[config.mk]
export PLATFORM = sky130hd
export DESIGN_NAME = newton_square_root
export DESIGN_NICKNAME = d
export VERILOG_FILES = /design/src/rtl/nsr_pkg.sv /design/src/rtl/nsr_mul.sv /design/src/rtl/nsr_div.sv /design/src/rtl/newton_square_root.sv
export VERILOG_INCLUDE_DIRS = /design/src /design/src/rtl
export SDC_FILE = /design/constraint.sdc
export NUM_CORES = 1
export LEC_CHECK = 0
export BUFFER_PORTS_ARGS = -buffer_cell sky130_fd_sc_hd__clkbuf_2
export CAP_MARGIN = 20
export CORE_ASPECT_RATIO = 2
export CORE_MARGIN = 2
export CORE_UTILIZATION = 30
export DETAILED_ROUTE_END_ITERATION = 8
export PLACE_DENSITY_LB_ADDON = 0.3
export REMOVE_ABC_BUFFERS = 1
export SYNTH_ARGS = -nofsm -noshare
export SYNTH_HDL_FRONTEND = slang
export SYNTH_HIERARCHICAL = 1
export SYNTH_SLANG_ARGS = --single-unit
[constraint.sdc]
create_clock -name clk -period 14.55 [get_ports clk]
set_input_delay 2.1825 -clock clk [delete_from_list [all_inputs] [get_ports clk]]
set_output_delay 2.1825 -clock clk [all_outputs]
set_load 0.01 [all_outputs]
[src/rtl/newton_square_root_defines.svh]
// Assertion macros for the Newton square root block.
// Needs nothing; included by files that check their own logic.
`ifndef NEWTON_SQUARE_ROOT_DEFINES_SVH
`define NEWTON_SQUARE_ROOT_DEFINES_SVH

// Check a property on every clock edge outside reset.
`define NSR_ASSERT(lbl, clk, rst, prop) \
  lbl: assert property (@(posedge clk) disable iff (rst) prop) \
    else $error("nsr assertion failed");

// Check a property on every clock edge, reset included.
`define NSR_ASSERT_ALWAYS(lbl, clk, prop) \
  lbl: assert property (@(posedge clk) prop) \
    else $error("nsr assertion failed");

`endif

[src/rtl/nsr_pkg.sv]
// Shared widths, defaults and register indexes for the Newton square root.
// No dependencies.
package nsr_pkg;
  localparam int FRAC_BITS_DEF = 16;
  localparam int DATA_W        = 32;
  localparam int TOL_W         = 17;
  localparam int STEP_W        = 6;
  localparam int SQ_W          = 64;
  localparam int CFG_IDX_W     = 1;

  localparam logic [CFG_IDX_W-1:0] CFG_TOLERANCE = 1'b0;
  localparam logic [CFG_IDX_W-1:0] CFG_MAX_STEPS = 1'b1;

  localparam logic [TOL_W-1:0]  TOL_RESET   = 17'd1;
  localparam logic [STEP_W-1:0] STEPS_RESET = 6'd32;
endpackage

[src/rtl/nsr_mul.sv]
// Bit-serial squarer: one multiplier bit per cycle, product kept to SQ_W bits.
// Depends on nsr_pkg.
module nsr_mul #(
  parameter int W = 48
) (
  input  logic                    clk,
  input  logic                    rst,
  input  logic                    start,
  input  logic [W-1:0]            a,
  output logic                    done,
  output logic [nsr_pkg::SQ_W-1:0] prod
);
  import nsr_pkg::*;

  localparam int CW = $clog2(W + 1);

  logic [SQ_W-1:0] mcand;
  logic [W-1:0]    mplier;
  logic [CW-1:0]   cnt;

  // Shift and add one bit per cycle
  always_ff @(posedge clk) begin
    if (rst) begin
      cnt  <= '0;
      done <= 1'b0;
    end else begin
      done <= 1'b0;
      if (start) begin
        prod   <= '0;
        mcand  <= SQ_W'(a);
        mplier <= a;
        cnt    <= CW'(W);
      end else if (cnt != '0) begin
        if (mplier[0]) prod <= prod + mcand;
        mcand  <= mcand << 1;
        mplier <= mplier >> 1;
        cnt    <= cnt - CW'(1);
        if (cnt == CW'(1)) done <= 1'b1;
      end
    end
  end
endmodule

[src/rtl/nsr_div.sv]
// Restoring bit-serial divider: one quotient bit per cycle.
// Depends on nsr_pkg for the house import only.
module nsr_div #(
  parameter int W = 48
) (
  input  logic         clk,
  input  logic         rst,
  input  logic         start,
  input  logic [W-1:0] dividend,
  input  logic [W-1:0] divisor,
  output logic         done,
  output logic [W-1:0] quot
);
  import nsr_pkg::*;

  localparam int CW = $clog2(W + 1);

  logic [W-1:0]  rem;
  logic [W-1:0]  dsr;
  logic [CW-1:0] cnt;
  logic [W:0]    trial;

  assign trial = {rem, quot[W-1]};

  // Shift in one dividend bit, subtract when it fits
  always_ff @(posedge clk) begin
    if (rst) begin
      cnt  <= '0;
      done <= 1'b0;
    end else begin
      done <= 1'b0;
      if (start) begin
        rem  <= '0;
        quot <= dividend;
        dsr  <= divisor;
        cnt  <= CW'(W);
      end else if (cnt != '0) begin
        if (trial >= {1'b0, dsr}) begin
          rem  <= W'(trial - {1'b0, dsr});
          quot <= {quot[W-2:0], 1'b1};
        end else begin
          rem  <= trial[W-1:0];
          quot <= {quot[W-2:0], 1'b0};
        end
        cnt <= cnt - CW'(1);
        if (cnt == CW'(1)) done <= 1'b1;
      end
    end
  end
endmodule

[src/rtl/newton_square_root.sv]
// Channel   | valid     | stall      | payload
// input     | in_valid  | in_stall   | operand
// output    | out_valid | out_stall  | root, negative_input, step_cap_hit
//
// One word at a time. A negative or zero operand goes from S_IDLE to S_DONE and on to
// the output register. Otherwise each Newton step is a serial square of the guess, a
// check, and a serial divide, up to max_steps steps plus a final square. in_stall is
// high while a word is in work.
// Reset clears control and loads the register defaults; a full output register
// holds the finished word until out_stall drops.
// Depends on nsr_pkg, nsr_mul, nsr_div and newton_square_root_defines.svh.
`include "newton_square_root_defines.svh"
module newton_square_root #(
  parameter int FRAC_BITS = nsr_pkg::FRAC_BITS_DEF
) (
  input  logic                           clk,
  input  logic                           rst,
  input  logic                           in_valid,
  output logic                           in_stall,
  input  logic signed [nsr_pkg::DATA_W-1:0] operand,
  output logic                           out_valid,
  input  logic                           out_stall,
  output logic signed [nsr_pkg::DATA_W-1:0] root,
  output logic                           negative_input,
  output logic                           step_cap_hit,
  input  logic                           cfg_we,
  input  logic [nsr_pkg::CFG_IDX_W-1:0]  cfg_index,
  input  logic [nsr_pkg::TOL_W-1:0]      cfg_data
);
  import nsr_pkg::*;

  localparam int GW  = DATA_W + FRAC_BITS;
  localparam int SQW = SQ_W - FRAC_BITS;
  localparam logic [GW-1:0]     ONE     = GW'(1) << FRAC_BITS;
  localparam logic [DATA_W-1:0] NEG_ONE = ~(DATA_W'(1) << FRAC_BITS) + DATA_W'(1);
  localparam logic [DATA_W-1:0] MAX_POS = {1'b0, {(DATA_W-1){1'b1}}};

  typedef enum logic [4:0] {
    S_IDLE   = 5'b00001,
    S_SQUARE = 5'b00010,
    S_CHECK  = 5'b00100,
    S_DIVIDE = 5'b01000,
    S_DONE   = 5'b10000
  } state_t;

  state_t              state;
  logic [TOL_W-1:0]    tolerance;
  logic [STEP_W-1:0]   max_steps;
  logic [STEP_W-1:0]   steps;
  logic [DATA_W-2:0]   raw;
  logic [GW-1:0]       guess;
  logic [GW-1:0]       guess_next;
  logic [DATA_W-1:0]   res_root;
  logic                res_neg;
  logic                res_cap;

  logic                in_take;
  logic                mul_start, mul_done, div_start, div_done;
  logic [GW-1:0]       mul_a;
  logic [SQ_W-1:0]     prod;
  logic [GW-1:0]       quot;
  logic [GW:0]         sum;
  logic [SQW-1:0]      sq, raw_ext, diff;
  logic                tol_met;
  logic [DATA_W-1:0]   guess_sat;

  assign in_stall = (state != S_IDLE);
  assign in_take  = in_valid && !in_stall;

  // Next guess from the quotient, never zero
  assign sum        = {1'b0, quot} + {1'b0, guess};
  assign guess_next = (sum[GW:1] == '0) ? GW'(1) : sum[GW:1];

  // Convergence test on the truncated square
  assign sq      = prod[SQ_W-1:FRAC_BITS];
  assign raw_ext = SQW'(raw);
  assign diff    = (sq >= raw_ext) ? (sq - raw_ext) : (raw_ext - sq);
  assign tol_met = diff < SQW'(tolerance);
  assign guess_sat = (guess > GW'(MAX_POS)) ? MAX_POS : guess[DATA_W-1:0];

  // Launch the serial units
  assign mul_start = (in_take && !operand[DATA_W-1] && operand != '0) ||
                     (state == S_DIVIDE && div_done);
  assign mul_a     = (state == S_IDLE) ? ONE : guess_next;
  assign div_start = (state == S_CHECK) && !tol_met && (steps < max_steps);

  nsr_mul #(.W(GW)) u_mul (
    .clk(clk), .rst(rst), .start(mul_start), .a(mul_a), .done(mul_done), .prod(prod)
  );

  nsr_div #(.W(GW)) u_div (
    .clk(clk), .rst(rst), .start(div_start), .dividend(GW'(raw) << FRAC_BITS),
    .divisor(guess), .done(div_done), .quot(quot)
  );

  // Configuration registers
  always_ff @(posedge clk) begin
    if (rst) begin
      tolerance <= TOL_RESET;
      max_steps <= STEPS_RESET;
    end else if (cfg_we) begin
      unique case (cfg_index)
        CFG_TOLERANCE: tolerance <= cfg_data;
        CFG_MAX_STEPS: max_steps <= cfg_data[STEP_W-1:0];
        default: ;
      endcase
    end
  end

  // Sequencer
  always_ff @(posedge clk) begin
    if (rst) begin
      state     <= S_IDLE;
      out_valid <= 1'b0;
      steps     <= '0;
    end else begin
      // Drop a delivered word unless a new one replaces it this cycle
      if (out_valid && !out_stall && state != S_DONE) out_valid <= 1'b0;
      unique case (state)
        S_IDLE: begin
          if (in_take) begin
            raw   <= operand[DATA_W-2:0];
            guess <= ONE;
            steps <= '0;
            if (operand[DATA_W-1]) begin
              res_root <= NEG_ONE;
              res_neg  <= 1'b1;
              res_cap  <= 1'b0;
              state    <= S_DONE;
            end else if (operand == '0) begin
              res_root <= '0;
              res_neg  <= 1'b0;
              res_cap  <= 1'b0;
              state    <= S_DONE;
            end else begin
              state <= S_SQUARE;
            end
          end
        end
        S_SQUARE: begin
          if (mul_done) state <= S_CHECK;
        end
        S_CHECK: begin
          res_root <= guess_sat;
          res_neg  <= 1'b0;
          if (tol_met) begin
            res_cap <= 1'b0;
            state   <= S_DONE;
          end else if (steps >= max_steps) begin
            res_cap <= 1'b1;
            state   <= S_DONE;
          end else begin
            state <= S_DIVIDE;
          end
        end
        S_DIVIDE: begin
          if (div_done) begin
            guess <= guess_next;
            steps <= steps + STEP_W'(1);
            state <= S_SQUARE;
          end
        end
        S_DONE: begin
          if (!out_valid || !out_stall) begin
            root           <= res_root;
            negative_input <= res_neg;
            step_cap_hit   <= res_cap;
            out_valid      <= 1'b1;
            state          <= S_IDLE;
          end
        end
        default: state <= S_IDLE;
      endcase
    end
  end

  `NSR_ASSERT(a_take_busy, clk, rst, in_take |=> in_stall)
  `NSR_ASSERT(a_neg_word, clk, rst,
    (out_valid && negative_input) |-> (root == NEG_ONE && !step_cap_hit))
  `NSR_ASSERT(a_step_bound, clk, rst, (state == S_DIVIDE) |-> (steps < max_steps))
  `NSR_ASSERT(a_units_apart, clk, rst, !(mul_start && div_start))
  `NSR_ASSERT_ALWAYS(a_reset_idle, clk, rst |=> (!out_valid && !in_stall))
endmodule

Word-level counts from Yosys, hierarchy flattened
Cells that the tools add are included.

Divide/modulo/power cells: 0. Mux-type cells: 52. $mul: 0. $add $sub $neg: 8. Shifts and indexed selects: 0. Reduce and logical (&&, ||, !) cells: 42. Eq/ne operators: 15. Bitwise gates (word level): 4. Order comparisons: 6.

Operator list (number): 2-to-1 mux 48 bit (11); 2-to-1 mux 64 bit (3); 2-to-1 mux 32 bit (4); case mux 48 bit (2 select lines) (1); adder 64 bit (1); case mux 32 bit (2 select lines) (1); adder 48 x 48 -> 49 bit (1); greater-or-equal comparator 49 x 48 -> 1 bit (1); greater-or-equal comparator 48 x 31 -> 1 bit (1); > comparator 48 x 31 -> 1 bit, second input constant (1); zero test 48 bit (1); < comparator 48 x 17 -> 1 bit (1); subtractor 31 x 48 -> 48 bit (1); subtractor 48 x 31 -> 48 bit (1); subtractor 48 bit (1); 2-to-1 mux 47 bit (1); 2-to-1 mux 5 bit (8); 2-to-1 mux 6 bit (6); zero test 32 bit (1); nonzero test 32 bit (1); case mux 5 bit (5 select lines) (1); 2-to-1 mux 1 bit (13); equality test 6 x 1 -> 1 bit, second input constant (2); case mux 6 bit (2 select lines) (1); 27 further kinds (63).

ROM bits: 0. Flip-flop bits (word level): 516. Memories kept: 0. Output and inout bits: 36. Input port bits: 55. RAM bits: 0. Bits in latches: 0.

Longest topological paths before layout
Depth in word-level cells: 8. Mapped depth: 33.

Modules after synthesis
The synthesis kept the hierarchy.

By module, submodules not included: newton_square_root (seq. area each 5114.9 µm², cells each 1721, times used 1, area an instance 14759.2 µm²); nsr_mul (seq. area each 5425.2 µm², cells each 1080, times used 1, area an instance 10782.8 µm²); nsr_div (seq. area each 4464.3 µm², cells each 817, times used 1, area an instance 8841.0 µm²).

Worst setup path after synthesis
Ideal clock, no wire load.

Path type: flip-flop to flip-flop. Start: register u_mul/prod[16] in the netlist's numbering. End: register u_div.quot[0] (enable). Stages on the path, launching flop included: 31. Path slack: 3437 ps. Arrival: 10505 ps. Cell sequence: edfxtp_1 inv_1 ha_1 inv_1 fa_1 a211oi_2 o211ai_2 a31oi_2 o221a_4 and2_4 buf_2 buf_1 clkbuf_1 o21ai_0 xnor2_1 ha_1 o211ai_1 o21a_1 o21ai_0 a21oi_1 o211ai_1 a21oi_1 o2111ai_1 or4_1 or4_4 and2_4 nor4b_4 clkbuf_1 inv_1 clkbuf_1 a31oi_1.

Cells in the longest elaborated chain, start to end: 8. Elaborated cells on any way between the ends: 10.

RTL lines: start: declaration (RTL line nsr_mul.sv:11) `output logic [nsr_pkg::SQ_W-1:0] prod`; start signal: assignment (RTL line nsr_mul.sv:34) `if (mplier[0]) prod <= prod + mcand;`; subtractor 31 x 48 -> 48 bit (tied with other cells) (RTL line newton_square_root.sv:77) `assign diff = (sq >= raw_ext) ? (sq - raw_ext) : (raw_ext - sq);`; 2-to-1 mux 48 bit (*) (RTL line newton_square_root.sv:77); < comparator 48 x 17 -> 1 bit (*) (RTL line newton_square_root.sv:78) `assign tol_met = diff < SQW'(tolerance);`; zero test 1 bit (*) (RTL line newton_square_root.sv:85) `assign div_start = (state == S_CHECK) && !tol_met && (steps < max_steps);`; logical AND 1 bit (*) (2 in series) (RTL line newton_square_root.sv:85); named net div_start (RTL line newton_square_root.sv:58) `logic mul_start, mul_done, div_start, div_done;`; nonzero test 2 bit (no line) (*); AND reduction 2 bit (no line) (*); end signal: assignment (RTL line nsr_div.sv:34) `quot <= dividend;`; end signal: assignment (RTL line nsr_div.sv:40) `quot <= {quot[W-2:0], 1'b1};`; end signal: assignment (RTL line nsr_div.sv:43) `quot <= {quot[W-2:0], 1'b0};`; end: declaration (RTL line nsr_div.sv:12) `output logic [W-1:0] quot`.

Mark *: on every way through the listed nets, which the timed path passes. The rest lies on a longest branch. A chain may end at the register's enable or synchronous reset.

Final worst setup path
Start: register u_mul/prod[16] in the netlist's numbering. End: register u_div.rem[16] (enable).

Cells in the longest elaborated chain, start to end: 8. Elaborated cells on any way between the ends: 10.

RTL lines: subtractor 31 x 48 -> 48 bit (tied with other cells) (RTL line newton_square_root.sv:77); 2-to-1 mux 48 bit (*) (RTL line newton_square_root.sv:77); < comparator 48 x 17 -> 1 bit (*) (RTL line newton_square_root.sv:78); zero test 1 bit (*) (RTL line newton_square_root.sv:85); logical AND 1 bit (*) (2 in series) (RTL line newton_square_root.sv:85); named net div_start (RTL line newton_square_root.sv:58); nonzero test 2 bit (no line) (*); AND reduction 2 bit (no line) (*); end signal: assignment (RTL line nsr_div.sv:39) `rem <= W'(trial - {1'b0, dsr});`; end signal: assignment (RTL line nsr_div.sv:42) `rem <= trial[W-1:0];`; end: declaration (RTL line nsr_div.sv:18) `logic [W-1:0] rem;`.

Marks and branches as above.

==> results.json <==
{
  "status": "finished clean",
  "clk_pin_slew_ns": 0.07,
  "leakagePower_nw": 14.9,
  "gp_congestion": 0.991,
  "grt_pass1_vias": 28510,
  "start_util_pct": 30.3,
  "cpMaxStageDelayCell": "or4_4",
  "cts_tree": "built",
  "die_w_um": 243,
  "syn_inst": 3618,
  "placed_cells": 5103,
  "synth.area.top_cells": "edfxtp_1 (41%), ha_1 (9.0%), a21oi_1 (4.4%), nor2_1 (4.1%), nand2_1 (3.6%)",
  "grt_usage_pct": 20.6,
  "synth_top_area_share_pct": 40.8,
  "switching_share_pct": 46.9,
  "root_buffer": "clkbuf_16",
  "cts_made_buffers": 51,
  "synth-warning-count": 6,
  "dieArea_um2": 117000,
  "vdd_drop_max_mv": 0.0973,
  "cts_sinks": 516,
  "rsz0062_at_grt": "no",
  "core_um2": 114000,
  "seq_power_share_pct": 27.8,
  "p_int_w": 0.00497,
  "async_flop_share_pct": 0,
  "switchingPower_w": 0.00438,
  "viasPerCell": 5.33,
  "worstPathArrival_ns": 8.37,
  "htree_levels": 2,
  "cts_hold_buf": 0,
  "synth_cell_type_count": 110,
  "finalCriticalPeriod_ns": 8.11,
  "dp_slack_ns": 6.48,
  "cts_setup_buffers": 0,
  "fin_crit_sh_pct": 55.8,
  "synth_flop_cell": "edfxtp_1",
  "final_hold_viol_count": 0,
  "postCtsResizedCells": 0,
  "yosys.area.top_type": "edfxtp_1",
  "setup.worst_path.end_class": "flop",
  "io_pins": 91,
  "path_delay_family": "compound AO/OA/AOI/OAI gates",
  "synth_seq_area_share_pct": 43.6,
  "vias": 27709,
  "overflow": 0,
  "fmax_mhz": 123,
  "die_h_um": 483,
  "drive_above_1_share_pct": 9.34,
  "antenna_found_initial": 1,
  "fin_nets": 3960,
  "clkPwrFrac_pct": 16.0,
  "tightest_slew_ns": 1.09,
  "slowest_delay_ns": 0.55,
  "p_comb_share_pct": 56.2,
  "fin_cells": 5201,
  "drt-pass1-iter-count": 6,
  "crit_type": "reg2reg",
  "nFillCells": 11643,
  "powerDensity_nw_per_um2": 244,
  "slew_headroom_pct": 27.3,
  "cap_viol_max_count": 0,
  "final_antenna_net_count": 0,
  "finalWirelength_mm": 123,
  "io_buffers": 90,
  "layout_setup_ws_ns": 6.44,
  "grt_pass1_wl_mm": 180,
  "fp-row-count": 175,
  "clock_latency_ns": 0.67,
  "final-seq-area_um2": 15000,
  "multi_input_area_um2": 17700,
  "setup_violations": 0,
  "hp-class": "reg2reg",
  "area_delta_synth_final_pct": 11.2,
  "ys_ff_latch": 516,
  "synth.avg_cell_area_um2": 9.50,
  "synth-edff-count": 467,
  "path_max_fanout": 65,
  "grt_max_degree": 127,
  "worst-path-buf-inv": 5,
  "power_w": 0.00934,
  "initialDrtViolationCount": 1734,
  "wire_per_inst_um": 23.6,
  "cp-start-kind": "flop",
  "hpwl_mm": 97.5,
  "final_core_util_pct": 33.7,
  "worstPathRequired_ns": 14.81,
  "skew_ns": 0.0483,
  "drc": 0,
  "timing.hold.ws_ns": 0.415,
  "slew_viol_final": 0,
  "clockBufferDepth": 3,
  "syn_area_um2": 34400
}
[layout by cell type (no fill, tap or decap), types with 61 or more instances in the layout]
| cell type | instances |
|---|---|
| xor2_1 | 66 |
| ha_1 | 247 |
| xnor2_1 | 107 |
| nand3_1 | 74 |
| nand2_1 | 331 |
| a21o_1 | 96 |
| nor3_1 | 61 |
| nor2_1 | 370 |
| inv_1 | 288 |
| clkbuf_2 | 90 |
| edfxtp_1 | 467 |
| o21ai_0 | 244 |
| a21oi_1 | 304 |
[cells in the mapped netlist (22+ instances only)]
cell and number:
dfxtp_1 49, nor2_1 374, xnor2_1 107, mux2i_1 34
edfxtp_1 467, a211oi_1 36, nor3_1 61, nand3_1 74
o211ai_1 22, o21a_1 45, xor2_1 66, a21oi_1 304
mux2_2 51, nand4_1 60, nor2b_1 42, buf_2 36
o21bai_1 27, inv_1 288, and3_1 35, clkbuf_1 104
nor4_1 30, a31oi_1 34, a21o_1 96, o21ai_0 245
ha_1 247, nand2_1 331
[through the flow]
| stage | instance area (um^2) | TNS (ns) |
|---|---|---|
| final | 38200 | 0 |
| after global routing | 38200 | 0 |
| after CTS | 38200 | 0 |
| after detailed placement | 36400 | 0 |
| after global placement | 36400 | 0 |
| after floorplan | 33700 | -832.12 |
[worst reg2reg max path: cells and delay by family, from the launching register on]
family | cells | cell delay, ns
fa+ha+maj | 3 | 0.87
flops | 1 | 0.45
buf+inv | 5 | 1.47
simple gates | 5 | 1.76
xor+xnor | 1 | 0.17
compound gates | 12 | 2.66
mux | 1 | 0.31
[kinds of logic after synthesis]
group | share of synthesized area (%)
compound gates | 18.8
mux | 2.70
fa+ha+maj | 9.28
simple gates | 16.0
flops | 43.6
buf+inv | 5.17
xor+xnor | 4.41
other cells | 0.0109
[worst paths after layout]
path / start / to / slack (ns) / cells past startpoint
worst max-delay path: u_mul/prod[16]$_SDFFCE_PP0P_ / u_div/rem[16]$_SDFFCE_PP0P_ / 6.44 / 27
worst min-delay path: res_root[11]$_SDFFCE_PP0P_ / root[11]$_DFFE_PP_ / 0.41 / 0
worst max register to register: u_mul/prod[16]$_SDFFCE_PP0P_ / u_div/rem[16]$_SDFFCE_PP0P_ / 6.44 / 27
worst min register to register: res_root[11]$_SDFFCE_PP0P_ / root[11]$_DFFE_PP_ / 0.41 / 0
[per-layer routing]
metal | wire length [um] | track usage, %
met3 | 3290 | 1.89
met2 | 67400 | 41.0
met5 | 0 | 0
met4 | 12000 | 17.0
met1 | 40300 | 18.4
[power by group through the flow]
stage / combinational, W / clock (W) / sequential, W
after floorplan: 0.00365 / 0 / 0.00250
after global placement: 0.00518 / 0 / 0.00263
after detailed placement: 0.00518 / 0 / 0.00263
after CTS: 0.00522 / 0.00154 / 0.00260
after global routing: 0.00572 / 0.00158 / 0.00264
final: 0.00525 / 0.00149 / 0.00260
[registers in the layout, indices dropped and copies added, names as in the netlist, 5 cells and up]
register      cells
guess            48
max_steps         6
raw              31
res_root         32
root             32
state             5
steps             6
tolerance        17
u_div/cnt         6
u_div/dsr        48
u_div/quot       48
u_div/rem        48
u_mul/cnt         6
u_mul/mcand      64
u_mul/mplier     48
u_mul/prod       64
[final cells by class]
cell class                      count  share of cell area (%)
Multi-Input combinational cell   2670                    46.4
Sequential cell                   516                    39.2
Tap cell                         1504                    4.92
Clock buffer                       59                    3.58
Inverter                          288                    2.83
Timing Repair Buffer              126                    1.92
Clock inverter                     36                    1.16
Antenna cell                        2                  0.0131
(Power assumes the default switching activity.)
